$ cat src/hw/rtl/rsaw_pkg.sv
package rsaw_pkg;

  localparam int SEQ_W  = 16;
  localparam int MODE_W = 2;
  localparam int SLOT_W = 4;
  localparam int CFG_IDX_W = 2;

  typedef logic [SEQ_W-1:0] seq_t;

  // Input mode codes
  localparam logic [MODE_W-1:0] MODE_SEND    = 2'd0;
  localparam logic [MODE_W-1:0] MODE_ACK     = 2'd1;
  localparam logic [MODE_W-1:0] MODE_TICK    = 2'd2;
  localparam logic [MODE_W-1:0] MODE_INBOUND = 2'd3;

  // Register indexes
  localparam logic [CFG_IDX_W-1:0] REG_RETRY     = 2'd0;
  localparam logic [CFG_IDX_W-1:0] REG_KEEPALIVE = 2'd1;
  localparam logic [CFG_IDX_W-1:0] REG_TIMEOUT   = 2'd2;
  localparam logic [CFG_IDX_W-1:0] REG_CONNECTED = 2'd3;

  localparam seq_t RETRY_RESET     = 16'd640;
  localparam seq_t KEEPALIVE_RESET = 16'd1600;
  localparam seq_t TIMEOUT_RESET   = 16'd16000;

  localparam int QUEUE_DEPTH = 2;

  typedef enum logic [1:0] {
    OP_SEND,
    OP_ACK,
    OP_TICK,
    OP_INBOUND
  } op_e;

  typedef struct packed {
    op_e  op;
    seq_t ack_seq;
  } item_t;

  typedef struct packed {
    seq_t retry_ticks;
    seq_t keepalive_ticks;
    seq_t timeout_ticks;
    logic connected_enable;
  } cfg_t;

  typedef enum logic {
    ST_IDLE,
    ST_SLIDE
  } back_state_e;

endpackage

$ cat src/hw/rtl/rsaw_in_if.sv
interface rsaw_in_if;
  logic                       valid;
  logic                       ready;
  logic [rsaw_pkg::MODE_W-1:0] mode;
  rsaw_pkg::seq_t             ack_seq;

  modport source (output valid, output mode, output ack_seq, input ready);
  modport sink   (input valid, input mode, input ack_seq, output ready);
endinterface

$ cat src/hw/rtl/rsaw_out_if.sv
interface rsaw_out_if;
  logic                        valid;
  logic                        ready;
  logic                        accepted;
  logic [rsaw_pkg::SLOT_W-1:0] slot_index;
  rsaw_pkg::seq_t              assigned_seq;
  logic                        retransmit_head;
  logic                        keepalive_due;
  logic                        link_dead;
  logic                        in_sync;
  rsaw_pkg::seq_t              base_sequence;

  modport source (output valid, output accepted, output slot_index, output assigned_seq,
                  output retransmit_head, output keepalive_due, output link_dead,
                  output in_sync, output base_sequence, input ready);
  modport sink   (input valid, input accepted, input slot_index, input assigned_seq,
                  input retransmit_head, input keepalive_due, input link_dead,
                  input in_sync, input base_sequence, output ready);
endinterface

$ cat src/hw/rtl/reliable_send_ack_window.sv
// Sender-side selective-repeat window with 16-bit wrapping sequence numbers.
//
// Channels: in_i carries one item per transfer (mode, ack_seq); out_o returns
// exactly one result per item, in order. Both use valid/ready; a transfer
// happens on a rising edge with valid and ready high.
// Config: cfg_we_i writes cfg_data_i into register cfg_idx_i (0 retry,
// 1 keep-alive, 2 timeout, 3 connected enable). Write only when idle.
//
// Flow: send, tick and other-inbound items register their result on out_o
// and flow at one per cycle while the receiver takes results and no ack is
// sliding. An ack holds the back end while the base slides over k cleared
// head slots, where k <= WINDOW_SLOTS, one slot per cycle in the shift of
// the pending vector; its result is registered once the slide ends.
// A two-entry queue sits between the decode front and the back end.
//
// Reset clears the sequence state, pending bits, timers and queue, and loads
// the register defaults (640, 1600, 16000, off); no clearing pass is needed.
// When the receiver stalls, the result holds in the output register, the back
// end stops, and in_i keeps taking items until the queue fills.
module reliable_send_ack_window #(
  parameter int WINDOW_SLOTS = 16
) (
  input  logic                           clk_i,
  input  logic                           rst_ni,
  rsaw_in_if.sink                        in_i,
  rsaw_out_if.source                     out_o,
  input  logic                           cfg_we_i,
  input  logic [rsaw_pkg::CFG_IDX_W-1:0] cfg_idx_i,
  input  rsaw_pkg::seq_t                 cfg_data_i
);
  import rsaw_pkg::*;

  cfg_t  cfg_q;
  logic  q_valid;
  item_t q_item;
  logic  q_pop;

  // configuration registers
  always_ff @(posedge clk_i or negedge rst_ni) begin
    if (!rst_ni) begin
      cfg_q.retry_ticks      <= RETRY_RESET;
      cfg_q.keepalive_ticks  <= KEEPALIVE_RESET;
      cfg_q.timeout_ticks    <= TIMEOUT_RESET;
      cfg_q.connected_enable <= 1'b0;
    end else if (cfg_we_i) begin
      case (cfg_idx_i)
        REG_RETRY:     cfg_q.retry_ticks      <= cfg_data_i;
        REG_KEEPALIVE: cfg_q.keepalive_ticks  <= cfg_data_i;
        REG_TIMEOUT:   cfg_q.timeout_ticks    <= cfg_data_i;
        REG_CONNECTED: cfg_q.connected_enable <= cfg_data_i[0];
        default:       cfg_q <= cfg_q;
      endcase
    end
  end

  // front: decode mode and buffer items
  rsaw_front u_front (
    .clk_i     (clk_i),
    .rst_ni    (rst_ni),
    .in_i      (in_i),
    .q_valid_o (q_valid),
    .q_item_o  (q_item),
    .q_pop_i   (q_pop)
  );

  // back: window state, timers, result register
  rsaw_back #(
    .WINDOW_SLOTS (WINDOW_SLOTS)
  ) u_back (
    .clk_i     (clk_i),
    .rst_ni    (rst_ni),
    .cfg_i     (cfg_q),
    .q_valid_i (q_valid),
    .q_item_i  (q_item),
    .q_pop_o   (q_pop),
    .out_o     (out_o)
  );

endmodule

$ cat src/hw/rtl/rsaw_front.sv
module rsaw_front (
  input  logic            clk_i,
  input  logic            rst_ni,
  rsaw_in_if.sink         in_i,
  output logic            q_valid_o,
  output rsaw_pkg::item_t q_item_o,
  input  logic            q_pop_i
);
  import rsaw_pkg::*;

  localparam int PTR_W = (QUEUE_DEPTH > 1) ? $clog2(QUEUE_DEPTH) : 1;
  localparam int CNT_W = $clog2(QUEUE_DEPTH + 1);

  item_t             mem_q [QUEUE_DEPTH];
  logic [PTR_W-1:0]  wr_ptr_q, wr_ptr_d;
  logic [PTR_W-1:0]  rd_ptr_q, rd_ptr_d;
  logic [CNT_W-1:0]  count_q, count_d;
  logic              push, pop;
  item_t             item_in;

  // classify the incoming mode
  always_comb begin
    item_in.ack_seq = in_i.ack_seq;
    case (in_i.mode)
      MODE_SEND:    item_in.op = OP_SEND;
      MODE_ACK:     item_in.op = OP_ACK;
      MODE_TICK:    item_in.op = OP_TICK;
      default:      item_in.op = OP_INBOUND;
    endcase
  end

  assign in_i.ready = (count_q != CNT_W'(QUEUE_DEPTH));
  assign push       = in_i.valid && in_i.ready;
  assign q_valid_o  = (count_q != '0);
  assign pop        = q_pop_i && q_valid_o;
  assign q_item_o   = mem_q[rd_ptr_q];

  always_comb begin
    wr_ptr_d = wr_ptr_q;
    rd_ptr_d = rd_ptr_q;
    count_d  = count_q;
    if (push) begin
      wr_ptr_d = (wr_ptr_q == PTR_W'(QUEUE_DEPTH - 1)) ? '0 : wr_ptr_q + 1'b1;
    end
    if (pop) begin
      rd_ptr_d = (rd_ptr_q == PTR_W'(QUEUE_DEPTH - 1)) ? '0 : rd_ptr_q + 1'b1;
    end
    if (push && !pop) begin
      count_d = count_q + 1'b1;
    end else if (pop && !push) begin
      count_d = count_q - 1'b1;
    end
  end

  always_ff @(posedge clk_i or negedge rst_ni) begin
    if (!rst_ni) begin
      wr_ptr_q <= '0;
      rd_ptr_q <= '0;
      count_q  <= '0;
    end else begin
      wr_ptr_q <= wr_ptr_d;
      rd_ptr_q <= rd_ptr_d;
      count_q  <= count_d;
    end
  end

  always_ff @(posedge clk_i) begin
    if (push) begin
      mem_q[wr_ptr_q] <= item_in;
    end
  end

endmodule

$ cat src/hw/rtl/rsaw_back.sv
module rsaw_back #(
  parameter int WINDOW_SLOTS = 16
) (
  input  logic            clk_i,
  input  logic            rst_ni,
  input  rsaw_pkg::cfg_t  cfg_i,
  input  logic            q_valid_i,
  input  rsaw_pkg::item_t q_item_i,
  output logic            q_pop_o,
  rsaw_out_if.source      out_o
);
  import rsaw_pkg::*;

  localparam int   IDX_W = (WINDOW_SLOTS > 1) ? $clog2(WINDOW_SLOTS) : 1;
  localparam seq_t WS    = SEQ_W'(WINDOW_SLOTS);

  function automatic seq_t sat_inc(input seq_t v);
    sat_inc = (v == '1) ? v : v + 1'b1;
  endfunction

  back_state_e              state_q, state_d;
  seq_t                     next_q, next_d;
  seq_t                     base_q, base_d;
  seq_t                     latest_q, latest_d;
  logic [WINDOW_SLOTS-1:0]  pending_q, pending_d;
  seq_t                     t_send_q, t_send_d;
  seq_t                     t_inb_q, t_inb_d;
  seq_t                     t_keep_q, t_keep_d;

  logic                     out_valid_q, out_valid_d;
  logic                     acc_q, acc_d;
  logic [SLOT_W-1:0]        slot_q, slot_d;
  seq_t                     seq_q, seq_d;
  logic                     retx_q, retx_d;
  logic                     keep_q, keep_d;
  logic                     dead_q, dead_d;
  logic                     sync_q, sync_d;
  seq_t                     obase_q, obase_d;

  seq_t send_off, ack_lat_off, ack_base_off, lat_base_off;
  seq_t inc_send, inc_inb, inc_keep;
  logic sync, slide_go, out_free;

  assign send_off     = next_q - base_q;
  assign ack_lat_off  = q_item_i.ack_seq - latest_q;
  assign ack_base_off = q_item_i.ack_seq - base_q;
  assign lat_base_off = latest_q - base_q;
  assign sync         = ((base_q - latest_q) == 16'd1);
  assign slide_go     = !pending_q[0] && (lat_base_off < WS) && (base_q != next_q);
  assign out_free     = !out_valid_q || out_o.ready;
  assign inc_send     = sat_inc(t_send_q);
  assign inc_inb      = sat_inc(t_inb_q);
  assign inc_keep     = sat_inc(t_keep_q);

  always_comb begin
    state_d     = state_q;
    next_d      = next_q;
    base_d      = base_q;
    latest_d    = latest_q;
    pending_d   = pending_q;
    t_send_d    = t_send_q;
    t_inb_d     = t_inb_q;
    t_keep_d    = t_keep_q;
    out_valid_d = out_valid_q && !out_o.ready;
    acc_d       = acc_q;
    slot_d      = slot_q;
    seq_d       = seq_q;
    retx_d      = retx_q;
    keep_d      = keep_q;
    dead_d      = dead_q;
    sync_d      = sync_q;
    obase_d     = obase_q;
    q_pop_o     = 1'b0;

    case (state_q)
      ST_IDLE: begin
        if (q_valid_i && out_free) begin
          q_pop_o = 1'b1;
          acc_d   = 1'b0;
          slot_d  = '0;
          seq_d   = '0;
          retx_d  = 1'b0;
          keep_d  = 1'b0;
          dead_d  = 1'b0;
          sync_d  = sync;
          obase_d = base_q;
          case (q_item_i.op)
            OP_SEND: begin
              out_valid_d = 1'b1;
              if (send_off < WS) begin
                pending_d[send_off[IDX_W-1:0]] = 1'b1;
                acc_d  = 1'b1;
                slot_d = send_off[SLOT_W-1:0];
                seq_d  = next_q;
                next_d = next_q + 1'b1;
                if (sync) begin
                  t_send_d = '0;
                end
              end
            end
            OP_ACK: begin
              // result goes out once the base has slid
              if (ack_lat_off < WS) begin
                latest_d = q_item_i.ack_seq;
              end
              if (ack_base_off < WS) begin
                pending_d[ack_base_off[IDX_W-1:0]] = 1'b0;
              end
              t_inb_d = '0;
              state_d = ST_SLIDE;
            end
            OP_TICK: begin
              out_valid_d = 1'b1;
              t_send_d    = inc_send;
              t_inb_d     = inc_inb;
              t_keep_d    = inc_keep;
              if (cfg_i.connected_enable) begin
                dead_d = (inc_inb >= cfg_i.timeout_ticks);
                if (inc_keep > cfg_i.keepalive_ticks) begin
                  keep_d   = 1'b1;
                  t_keep_d = '0;
                end
              end
              if (pending_q[0] && (inc_send > cfg_i.retry_ticks)) begin
                retx_d   = 1'b1;
                t_send_d = '0;
              end
            end
            default: begin
              out_valid_d = 1'b1;
              t_inb_d     = '0;
            end
          endcase
        end
      end
      ST_SLIDE: begin
        if (slide_go) begin
          pending_d = {1'b0, pending_q[WINDOW_SLOTS-1:1]};
          base_d    = base_q + 1'b1;
        end else if (out_free) begin
          out_valid_d = 1'b1;
          sync_d      = sync;
          obase_d     = base_q;
          state_d     = ST_IDLE;
        end
      end
      default: state_d = ST_IDLE;
    endcase
  end

  always_ff @(posedge clk_i or negedge rst_ni) begin
    if (!rst_ni) begin
      state_q     <= ST_IDLE;
      next_q      <= '0;
      base_q      <= '0;
      latest_q    <= '0;
      pending_q   <= '0;
      t_send_q    <= '0;
      t_inb_q     <= '0;
      t_keep_q    <= '0;
      out_valid_q <= 1'b0;
    end else begin
      state_q     <= state_d;
      next_q      <= next_d;
      base_q      <= base_d;
      latest_q    <= latest_d;
      pending_q   <= pending_d;
      t_send_q    <= t_send_d;
      t_inb_q     <= t_inb_d;
      t_keep_q    <= t_keep_d;
      out_valid_q <= out_valid_d;
    end
  end

  always_ff @(posedge clk_i) begin
    acc_q   <= acc_d;
    slot_q  <= slot_d;
    seq_q   <= seq_d;
    retx_q  <= retx_d;
    keep_q  <= keep_d;
    dead_q  <= dead_d;
    sync_q  <= sync_d;
    obase_q <= obase_d;
  end

  assign out_o.valid           = out_valid_q;
  assign out_o.accepted        = acc_q;
  assign out_o.slot_index      = slot_q;
  assign out_o.assigned_seq    = seq_q;
  assign out_o.retransmit_head = retx_q;
  assign out_o.keepalive_due   = keep_q;
  assign out_o.link_dead       = dead_q;
  assign out_o.in_sync         = sync_q;
  assign out_o.base_sequence   = obase_q;

  // base never runs past the packets sent
  a_base_behind_next: assert property (@(posedge clk_i) disable iff (!rst_ni)
    (next_q - base_q) <= WS)
    else $error("window base passed next sequence");

  // the output register is empty while sliding
  a_slide_out_empty: assert property (@(posedge clk_i) disable iff (!rst_ni)
    (state_q == ST_SLIDE) |-> !out_valid_q)
    else $error("result pending during slide");

  // each slide step moves the base by exactly one
  a_slide_step: assert property (@(posedge clk_i) disable iff (!rst_ni)
    (state_q == ST_SLIDE && slide_go) |=> (base_q == $past(base_q) + 16'd1))
    else $error("slide step lost");

  // no item is taken from the queue while sliding
  a_no_pop_in_slide: assert property (@(posedge clk_i) disable iff (!rst_ni)
    (state_q == ST_SLIDE) |-> !q_pop_o)
    else $error("queue popped during slide");

endmodule

$ cat src/flat_wrapper.sv
// flat-port wrapper written by rule: the top's interface ports become plain ports
module reliable_send_ack_window_flat import rsaw_pkg::*;
#(
  parameter int WINDOW_SLOTS = 16
)
  (clk_i, rst_ni, cfg_we_i, cfg_idx_i, cfg_data_i, in_i_valid, in_i_mode, in_i_ack_seq, in_i_ready, out_o_valid, out_o_accepted, out_o_slot_index, out_o_assigned_seq, out_o_retransmit_head, out_o_keepalive_due, out_o_link_dead, out_o_in_sync, out_o_base_sequence, out_o_ready);
  rsaw_in_if in_i_i ();
  rsaw_out_if out_o_i ();
  input  logic clk_i;
  input  logic rst_ni;
  input  logic cfg_we_i;
  input  logic [rsaw_pkg::CFG_IDX_W-1:0] cfg_idx_i;
  input  rsaw_pkg::seq_t cfg_data_i;
  input wire logic [$bits(in_i_i.valid)-1:0] in_i_valid;
  input wire logic [$bits(in_i_i.mode)-1:0] in_i_mode;
  input wire logic [$bits(in_i_i.ack_seq)-1:0] in_i_ack_seq;
  output wire logic [$bits(in_i_i.ready)-1:0] in_i_ready;
  output wire logic [$bits(out_o_i.valid)-1:0] out_o_valid;
  output wire logic [$bits(out_o_i.accepted)-1:0] out_o_accepted;
  output wire logic [$bits(out_o_i.slot_index)-1:0] out_o_slot_index;
  output wire logic [$bits(out_o_i.assigned_seq)-1:0] out_o_assigned_seq;
  output wire logic [$bits(out_o_i.retransmit_head)-1:0] out_o_retransmit_head;
  output wire logic [$bits(out_o_i.keepalive_due)-1:0] out_o_keepalive_due;
  output wire logic [$bits(out_o_i.link_dead)-1:0] out_o_link_dead;
  output wire logic [$bits(out_o_i.in_sync)-1:0] out_o_in_sync;
  output wire logic [$bits(out_o_i.base_sequence)-1:0] out_o_base_sequence;
  input wire logic [$bits(out_o_i.ready)-1:0] out_o_ready;
  assign in_i_i.valid = in_i_valid;
  assign in_i_i.mode = in_i_mode;
  assign in_i_i.ack_seq = in_i_ack_seq;
  assign in_i_ready = in_i_i.ready;
  assign out_o_valid = out_o_i.valid;
  assign out_o_accepted = out_o_i.accepted;
  assign out_o_slot_index = out_o_i.slot_index;
  assign out_o_assigned_seq = out_o_i.assigned_seq;
  assign out_o_retransmit_head = out_o_i.retransmit_head;
  assign out_o_keepalive_due = out_o_i.keepalive_due;
  assign out_o_link_dead = out_o_i.link_dead;
  assign out_o_in_sync = out_o_i.in_sync;
  assign out_o_base_sequence = out_o_i.base_sequence;
  assign out_o_i.ready = out_o_ready;
  reliable_send_ack_window #(.WINDOW_SLOTS(WINDOW_SLOTS)) u_core (.clk_i(clk_i), .rst_ni(rst_ni), .in_i(in_i_i), .out_o(out_o_i), .cfg_we_i(cfg_we_i), .cfg_idx_i(cfg_idx_i), .cfg_data_i(cfg_data_i));
endmodule
$ cat config.mk
export PLATFORM = sky130hd
export DESIGN_NAME = reliable_send_ack_window_flat
export DESIGN_NICKNAME = d
export VERILOG_FILES = /design/src/hw/rtl/rsaw_pkg.sv /design/src/hw/rtl/rsaw_in_if.sv /design/src/hw/rtl/rsaw_out_if.sv /design/src/hw/rtl/reliable_send_ack_window.sv /design/src/hw/rtl/rsaw_front.sv /design/src/hw/rtl/rsaw_back.sv /design/src/flat_wrapper.sv
export SDC_FILE = /design/constraint.sdc
export NUM_CORES = 1
export LEC_CHECK = 0
export ABC_CLOCK_PERIOD_IN_PS = 9870
export BUFFER_PORTS_ARGS = -buffer_cell sky130_fd_sc_hd__buf_4
export CORE_AREA = 2 2 157 159
export DETAILED_ROUTE_END_ITERATION = 10
export DIE_AREA = 0 0 159 161
export PLACE_DENSITY_LB_ADDON = 0.1
export SLEW_MARGIN = 20
export SYNTH_ARGS = -nofsm -noshare
export SYNTH_HDL_FRONTEND = slang
export SYNTH_SLANG_ARGS = --single-unit
export TNS_END_PERCENT = 5
$ cat constraint.sdc
create_clock -name clk_i -period 9.87 [get_ports clk_i]
set_input_delay 0 -clock clk_i [delete_from_list [all_inputs] [get_ports clk_i]]
set_output_delay 0 -clock clk_i [all_outputs]
set_load 0.005 [all_outputs]
* Word level (Yosys, flattened, before mapping)
Memories as Yosys holds them, arrays and structs flattened.
Index checks and enable logic that the tools add are counted.
** Storage, ports and cells
- Bits in latches :: 0
- Memory bits (read-only) :: 0
- Memory bits (writable) :: 36
- Register bits :: 208
- Input bits :: 41
- Memories kept :: 1
** Memories
- u_core.u_front.mem_q :: words 2, width 18, read ports 1, clocked after Yosys merged registers in 0, write ports 1, line rsaw_front.sv:14 : item_t mem_q [QUEUE_DEPTH];
** Operators by class
- Multiplexer cells :: 50
- Divide/modulo/power cells :: 0
- Reductions and logical operators :: 38
- $add $sub $neg :: 14
- Bitwise logic cells :: 5
- Eq/ne operators :: 22
- Shift operators :: 0
- $mul :: 0
- $lt $le $gt $ge :: 11
** Operators by type and width (number)
- $mux 16 :: 15
- $pmux 16 s2 :: 5
- $add 16x1->16 const B :: 5
- $sub 16x16->16 :: 5
- $lt 16x5->1 const B :: 4
- $eq 16x16->1 const B :: 3
- $gt 16x16->1 :: 2
- $mux 1 :: 22
- $and 16x16->16 :: 1
- $eq 16x1->1 const B :: 1
- $ge 16x16->1 :: 1
- $ne 16x16->1 :: 1
- $not 16->16 :: 1
- $or 16x16->16 :: 1
- $reduce_and 2->1 :: 8
- $logic_and 1x1->1 :: 11
- $lt 4x5->1 const B :: 2
- $ne 2x2->1 const B :: 5
- $reduce_and 5->1 :: 2
- $reduce_and 3->1 :: 3
- $demux 1 s4 :: 2
- $eq 2x2->1 const B :: 4
- $ge 4x1->1 const B :: 2
- $reduce_and 4->1 :: 2
- 15 further kinds :: 32

* Longest topological paths before layout
Gate-level depths: netlist of run 1.
An unclocked memory read counts as a cell.
- Depth in word-level cells :: 12
- Depth in mapped cells :: 21
- Depth with buffers taken out :: 20

* By module
From an unflattened synthesis of run 1, not the netlist that was laid out.
** Second synthesis, totals
- Cells, all modules :: 1616
- Area, all modules :: 16131.7 sq um
** Modules (own cells, without submodules)
- rsaw_back :: area each 12710.9 sq um, cells an instance 1435, times used 1, sequential area each 4083.9 sq um
- reliable_send_ack_window :: area each 1870.5 sq um, cells an instance 105, times used 1, sequential area each 1239.9 sq um
- rsaw_front :: area each 1550.2 sq um, cells an instance 76, times used 1, sequential area each 1181.1 sq um

* Worst setup path after synthesis of run 1
OpenSTA, ideal clock, no wires.
- Kind :: reg-to-reg
- Start :: register u_core.u_front.rd_ptr_q
- End :: register u_core.u_back.pending_q[13]
- Path slack :: 5.602 ns
- Cell stages (with the launch flop) :: 15
- Setup time :: 0.127 ns
- Arrival :: 4.140 ns
- Cells stage by stage :: dfrtp_1 -> clkbuf_1 -> clkbuf_1 -> mux2_2 -> ha_1 -> nor2b_1 -> o31a_1 -> o21ai_0 -> o21ai_0 -> or4_1 -> nor4_1 -> a31oi_1 -> o32ai_4 -> buf_6 -> mux2_1
** RTL lines
- start, declared :: line rsaw_front.sv:16 : logic [PTR_W-1:0] rd_ptr_q, rd_ptr_d;
- start signal, assigned :: line rsaw_front.sv:62 : rd_ptr_q <= rd_ptr_d;
- end signal, assigned :: line rsaw_back.sv:167 : pending_q <= pending_d;
- end, declared :: line rsaw_back.sv:25 : logic [WINDOW_SLOTS-1:0] pending_q, pending_d;

* Final worst setup path of run 1
- Start :: register u_core.u_front.rd_ptr_q
- End :: register u_core.u_back.pending_q[3]
** On the way
- Cells in the longest elaborated chain, start to end :: 12
- Elaborated cells between the ends (all ways) :: 20
** Ends and longest elaborated chain
- $mem_v2 2x18 (*)
- $sub 16x16->16 :: line rsaw_back.sv:46 : assign ack_base_off = q_item_i.ack_seq - base_q;
- $lt 4x5->1 (not written as such) / $ge 4x1->1 (equally long branches) :: line rsaw_back.sv:107 : pending_d[ack_base_off[IDX_W-1:0]] = 1'b0;
- $logic_and 1x1->1 (not written as such) :: line rsaw_back.sv:107
- $mux 1 (not written as such) :: line rsaw_back.sv:107
- $demux 1 s4 :: line rsaw_back.sv:107
- $not 16->16 (no source line)
- $and 16x16->16 (no source line)
- $mux 16 :: line rsaw_back.sv:106 : if (ack_base_off < WS) begin
- $pmux 16 s2 :: line rsaw_back.sv:87 : case (q_item_i.op)
- $mux 16 :: line rsaw_back.sv:77 : if (q_valid_i && out_free) begin
- $pmux 16 s2 :: line rsaw_back.sv:75 : case (state_q)
Every way passes the cells marked *; elsewhere a longest branch is shown, timed or not. The select of a mux whose other input is x is not followed.
A chain may end at the register's enable or synchronous reset.

==> results of run 1 <==
==> registers in the layout, summed over array words and instances (netlist names), 2 cells and up <==
name,cells
u_core.u_back.latest_q,16
u_core.u_front.mem_q,36
u_core.u_back.t_keep_q,16
u_core.u_back.base_q,16
u_core.u_back.pending_q,16
u_core.cfg_q,49
u_core.u_back.next_q,16
u_core.u_back.out_o.base_sequence,16
u_core.u_back.out_o.assigned_seq,16
u_core.u_back.t_inb_q,16
u_core.u_back.t_send_q,16
u_core.u_back.out_o.slot_index,4
u_core.u_front.count_q,2
==> layout make-up <==
| type | instances | area (um2) | area share, % |
|---|---|---|---|
| multi-input cells | 1216 | 8690 | 47.5 |
| flip-flops and latches | 244 | 6500 | 35.6 |
| repair buffers | 150 | 1290 | 7.03 |
| clock buffers | 33 | 712 | 3.89 |
| inverters | 119 | 447 | 2.44 |
| well taps | 324 | 405 | 2.22 |
| clock inverters | 17 | 248 | 1.35 |
==> cells in the mapped netlist (all sizes together), types with 6 or more instances <==
cell / number / share of area [%]
nand2: 158 / 3.7
dfrtp: 156 / 25
ha: 128 / 10
inv: 116 / 2.8
nor2: 115 / 2.7
o21ai: 100 / 3.2
mux2: 83 / 5.9
edfxtp: 77 / 15
xnor2: 70 / 3.9
a21oi: 68 / 2.2
nand3: 50 / 1.6
clkbuf: 42 / 1.0
nor3: 39 / 1.3
a21o: 28 / 1.3
xor2: 28 / 1.5
and3: 27 / 1.1
nand4: 22 / 0.87
nor2b: 22 / 0.87
and2: 20 / 0.79
a22o: 19 / 1.1
nand2b: 18 / 0.71
nor4: 16 / 1.0
mux2i: 15 / 0.95
o21a: 15 / 0.71
a31oi: 14 / 0.55
o211ai: 13 / 0.62
a32o: 12 / 0.76
dfstp: 11 / 1.8
or2: 10 / 0.40
buf: 9 / 0.40
a211oi: 8 / 0.38
a221oi: 8 / 0.44
o22ai: 8 / 0.32
o31a: 8 / 0.44
o2111ai: 7 / 0.39
o31ai: 7 / 0.33
or3: 7 / 0.31
nand3b: 6 / 0.28
o311ai: 6 / 0.33
==> cells in the final DEF (no fill, tap or decap), types with 22 or more instances in the layout <==
| cell type | Yosys | final |
|---|---|---|
| nand4_1 | 22 | 22 |
| nor2_1 | 115 | 114 |
| dfrtp_1 | 156 | 156 |
| ha_1 | 128 | 128 |
| clkbuf_16 | 0 | 27 |
| a21o_1 | 28 | 28 |
| nor2b_1 | 22 | 22 |
| xor2_1 | 28 | 28 |
| nand2_1 | 158 | 158 |
| nand3_1 | 50 | 50 |
| and3_1 | 27 | 27 |
| inv_1 | 116 | 116 |
| mux2_2 | 79 | 79 |
| a21oi_1 | 67 | 67 |
| o21ai_0 | 97 | 97 |
| edfxtp_1 | 77 | 77 |
| nor3_1 | 38 | 38 |
| buf_4 | 2 | 91 |
| dlygate4sd3_1 | 0 | 56 |
| xnor2_1 | 70 | 70 |
==> metrics by stage <==
step / area [um2] / setup slack [ns] / power [mW]
CTS: 18300 / 4.99 / 3.98
global placement: 16700 / 5.20 / 2.82
global route: 18300 / 4.60 / 4.22
floorplan: 15800 / 5.60 / 2.38
detailed placement: 16700 / 4.97 / 2.86
finish: 18300 / 4.88 / 4.00
==> cells by family after synthesis <==
| group | share of synthesized area [%] |
|---|---|
| and+or+nand+nor | 16.9 |
| buffers and inverters | 4.21 |
| adders and majority gates | 10.5 |
| xor gates and xnor gates | 5.42 |
| DFF | 41.1 |
| AOI/OAI and AO/OA | 15.0 |
| muxes | 6.85 |
==> path summary, 6_finish.rpt <==
path | cells past startpoint | end | startpoint
setup / recovery | 12 | u_core.u_back.pending_q[3] | u_core.u_front.rd_ptr_q
hold / removal | 3 | u_core.u_back.next_q[12] | rst_ni
setup reg to reg | 12 | u_core.u_back.pending_q[3] | u_core.u_front.rd_ptr_q
hold reg to reg | 0 | u_core.u_back.out_o.base_sequence[12] | u_core.u_back.base_q[12]
max in group asynchronous | 3 | u_core.u_back.t_send_q[8] | rst_ni
min in group clk_i | 2 | u_core.u_front.mem_q[0][1] | in_i_ack_seq[1]
==> repair_timing <==
action / 4_1_cts / 5_1_grt
buffers inserted: 0 / 0
endpoints found under the hold margin: 137 / 0
hold buffers: 57 / 0
==> worst min-delay path, delay by kind of cell <==
kind / cells / cell delay [ns]
buf+inv: 3 / 0.93
==> metal layers <==
| layer | global-route usage, % | vias to the layer above |
|---|---|---|
| li1 | - | 6150 |
| met1 | 44.5 | 6326 |
| met2 | 50.4 | 461 |
| met3 | 3.65 | 92 |
| met4 | 10.3 | 0 |
| met5 | 0 | - |
==> where the power goes <==
group / total [mW] / internal (mW) / switching (mW)
Clock: 1.09 / 0.671 / 0.417
Combinational: 1.49 / 0.629 / 0.864
Sequential: 1.42 / 1.28 / 0.140
Total: 4.00 / 2.58 / 1.42
==> flow_summary.yaml, run 1 <==
run_status:
  outcome: "finished, final reports clean"
clock_network:
  cts.clk_slew.worst_paths_ns: 0.06
  cts_tree: "yes"
  ctsHtreeMaxLevel: 1
  cts_buffer_depth: 3
  numCtsBuffers: 27
  clockRootBuffer: "clkbuf_16"
  ctsResizeCount: 0
  clock-sinks: 244
  clock_latency_ns: 0.54
yosys:
  yosysSeqAreaShare_pct: 41.1
  avgSynthCellArea_um2: 9.71
  syn-num-nets: 1802
  synth_enable_flop_cells: 77
  synth_cells: 1630
  syn-cell-area_um2: 15800
  ys_types: 79
  yosys_warnings: 0
  async_flop_share_pct: 68.4
  ys.flop_type: "dfrtp_1"
  synth-seq-cells: 244
finish:
  n_fill_cell: 1655
  layout.nets: 1930
  drive_above_1_share_pct: 14.3
  area_delta_synth_final_pct: 15.5
  diodes: 0
  final_util_pct: 76.3
  fin_cells: 2103
critical_path:
  critical_path_class: "reg -> reg"
  crit_slowest_cell: "dfrtp_1"
  critPathTopFamily: "compound AO/OA/AOI/OAI gates"
  slowest_delay_ns: 0.92
  path_cells: "mux2i_1 -> ha_1 -> fa_1 -> nor2b_1 -> o31a_1 -> o21ai_1 -> mux2i_1 -> nand3_1 -> nor4bb_1 -> a31oi_1 -> o32ai_4 -> mux2_2"
  cp-start-kind: "flip-flop"
  crit_top_cell: "mux2i_1"
  end_kind: "flip-flop"
  critPathRequiredTime_ns: 10.30
  worstPathMaxFanout: 20
  critPathBufInv: 0
  cp_data_arrival_time_ns: 5.42
  reg2reg_slack_ns: 4.88
routing:
  antenna_left: 0
  wl_mm: 40.1
  drcViolationCount: 0
  wl_met1_mm: 18.0
  dr.pass1.iters: 5
  dr_wl_met2_mm: 18.4
  vias_per_cell: 6.20
  vias: 13000
  wl_per_cell_um: 19.1
  top_layer: "met4"
  drtIter0Drc: 1376
  wl_met3_mm: 2.36
die:
  die_w_um: 159
  die_h_um: 161
  start_util_pct: 66.1
  fp.coreArea_um2: 24000
  ios: 84
  die_area_um2: 25600
  row_count: 57
hold_path:
  hold_path.class: "in -> async"
placed_design:
  gp_congestion: 0.965
  dp_hpwl_mm: 28.3
  dp_cells: 1995
  io_buffers: 83
global_route:
  grt_usage_pct: 31.2
  antenna_found_initial: 1
  grt_max_degree: 77
  grt_first_pass_wirelength_mm: 64.9
  grt-ovfl-total: 0
  grt_pass1_vias: 12600
sta:
  tns_ns: 0
  finClkSkew_ns: 0.00781
  min_period_ns: 4.99
  period_share_pct: 50.5
  setup_viol: 0
  drv_slew: 0
  worstMarginPinSlew_ns: 0.992
  timing.fmax_mhz: 200
  hold_violations: 0
  rsz0062_at_grt: "false"
  holdWs_ns: 0.0207
  slew_headroom_pct: 33.9
power_and_ir_drop:
  pwr_density_cell_nw_per_um2: 219
  peakVddDrop_mv: 0.190
  power_leakage_nw: 8.13
run:
  maxCapViolations: 0
Power figures use the tool's default switching activity.
==> inputs of run 2 (changes only) <==
- ABC_CLOCK_PERIOD_IN_PS: 9870 -> 4700
- CORE_AREA: 2 2 157 159 -> 2 2 162 164
- DIE_AREA: 0 0 159 161 -> 0 0 164 166
- clock period: 9.87 -> 4.7 ns (I/O delays scaled with it)
==> run 2 against run 1 <==
Against the previous run: cell area shrank 0.33%; first-iteration DRC count shrank 25%; non-clock buffer count grew 1; routed wire length shrank 3.4%; utilization shrank 5.2 points; combinational power grew 110%; clock skew grew 0.011 ns; global-route usage shrank 2.1 points; critical endpoint is now u_core.u_back.pending_q[1]; largest cell class unchanged; largest power group unchanged.
==> flow_summary.yaml, run 2 (synthesis results as in run 1) <==
critical_path:
  reg2reg_depth: 13
  timing.rr.end: "u_core.u_back.pending_q[1]"
  critical_path_class: "reg -> reg"
  end_kind: "flip-flop"
  regToRegStartpoint: "u_core.u_front.rd_ptr_q"
  cp_data_arrival_time_ns: 4.78
  reg2reg_slack_ns: 0.33
  critPathRequiredTime_ns: 5.12
  worstPathMaxFanout: 16
  cp-start-kind: "flip-flop"
placed_design:
  gp_congestion: 0.951
  dp_slack_ns: 0.263
  place_area_um2: 16900
  dp_hpwl_mm: 28.5
  io_buffers: 83
power_and_ir_drop:
  power_leakage_nw: 8.13
  peakVddDrop_mv: 0.469
  pwr_density_cell_nw_per_um2: 454
sta:
  slew_headroom_pct: 34.5
  timing.final.ws_setup_ns: 0.334
  worstMarginPinSlew_ns: 0.980
  period_share_pct: 92.9
  tns_ns: 0
  rsz0062_at_grt: "false"
  finClkSkew_ns: 0.0187
  holdWs_ns: 0.0656
  timing.fmax_mhz: 229
  drv_slew: 0
  setup_viol: 0
  min_period_ns: 4.37
  hold_violations: 0
clock_network:
  clock_latency_ns: 0.54
  clock-sinks: 244
  clockRootBuffer: "clkbuf_16"
  cts.clk_slew.worst_paths_ns: 0.06
  cts_tree: "yes"
  numCtsBuffers: 27
  ctsHtreeMaxLevel: 1
  cts_buffer_depth: 3
  post_cts.repair.setup_buffers: 0
routing:
  vias_per_cell: 6.08
  drcViolationCount: 0
  wl_per_cell_um: 18.3
  wl_mm: 38.8
  dr_wl_met2_mm: 17.5
  dr.pass1.iters: 5
  antenna_left: 0
  drtIter0Drc: 1031
  wl_met1_mm: 18.0
  vias: 12900
  top_layer: "met4"
  wl_met3_mm: 2.19
hold_path:
  hold_path.class: "in -> async"
finish:
  largest_registers: "u_core.cfg_q: 49 flops, u_core.u_front.mem_q: 36 flops"
  multi_input_area_um2: 8700
  diodes: 0
  top_register: "u_core.cfg_q"
  drive_above_1_share_pct: 15.3
  area_delta_synth_final_pct: 15.1
  n_fill_cell: 1936
  seqCellArea_um2: 6500
  final_area_um2: 18200
  final_cell_mix: "nand2_1, dfrtp_1, ha_1"
  largest_reg_flops: 49
  layout_commonest_cell: "nand2_1"
  layout.nets: 1931
die:
  die_w_um: 164
  die_area_um2: 27200
  row_count: 59
  fp.coreArea_um2: 25600
  die_h_um: 166
  ios: 84
  start_util_pct: 61.8
global_route:
  grt-ovfl-total: 0
  grt_max_degree: 72
  antenna_found_initial: 1
  grt_first_pass_wirelength_mm: 64.1
  grt_pass1_vias: 12600
  grt_usage_pct: 29.1
run:
  maxCapViolations: 0
run_status:
  outcome: "finished, final reports clean"
## run 2: cell types whose count changed in the layout (fill, tap and decap cells not counted), moves of 3 or more
cell	before	now
dlygate4sd3_1	56	42
bufinv_16	6	3
inv_6	2	5
buf_4	91	108
## run 2: how the worst max path moves through the flow
stage | startpoint | end | slack, ns | cells past startpoint
global placement | u_core.u_front.rd_ptr_q | u_core.u_back.pending_q[1] | 0.22 | 13
floorplan | u_core.u_front.rd_ptr_q | u_core.u_back.pending_q[13] | 0.43 | 14
global route | u_core.u_front.rd_ptr_q | u_core.u_back.pending_q[7] | 0.04 | 13
detailed placement | u_core.u_front.rd_ptr_q | u_core.u_back.pending_q[1] | 0.26 | 13
CTS | u_core.u_back.t_keep_q[3] | u_core.u_back.t_keep_q[3] | 0.18 | 17
finish | u_core.u_front.rd_ptr_q | u_core.u_back.pending_q[1] | 0.33 | 13
## run 2: metal layers
layer,vias up,GRT usage (%)
met2,436,46.1
met3,72,3.57
met4,0,7.78
met5,-,0
met1,6193,42.6
li1,6151,-
## run 2: power breakdown
part,switching (mW),leakage [nW],internal [mW]
Combinational,1.83,4.78,1.34
Sequential,0.252,2.90,2.69
Clock,0.901,0.454,1.28
## run 2: layout make-up
cell class              instances  share of cell area, %
clock inverters                17                   1.02
flip-flops and latches        244                   35.7
well taps                     335                   2.30
inverters                     119                   2.45
multi-input cells            1216                   47.7
repair buffers                151                   6.81
clock buffers                  33                   4.00
## run 2: metrics by stage
stage,std cells,util [%],total power [mW]
2_1_floorplan,1630,-,5.01
3_3_place_gp,2023,65.9,5.97
3_5_place_dp,2023,65.9,6.05
4_1_cts,2115,71.1,8.26
5_1_grt,2115,71.2,8.80
6_report,2115,71.2,8.28
## run 2: repair_timing
action                                  CTS  global route
hold endpoints to repair                158             0
hold buffers                             42             0
endpoints found under the setup margin    0            18
gates resized for setup                   0             3
## run 2: critical path, cell delays in order (launching register included)
cell      delay, ns
dfrtp_1        0.45
mux2i_1        0.50
ha_1           0.30
fa_1           0.26
nor2b_1        0.09
o31a_1         0.27
o21ai_1        0.41
mux2i_1        0.24
nand3_1        0.12
nor4bb_2       0.43
a31oi_1        0.25
o32ai_4        0.30
buf_4          0.27
mux2_2         0.36
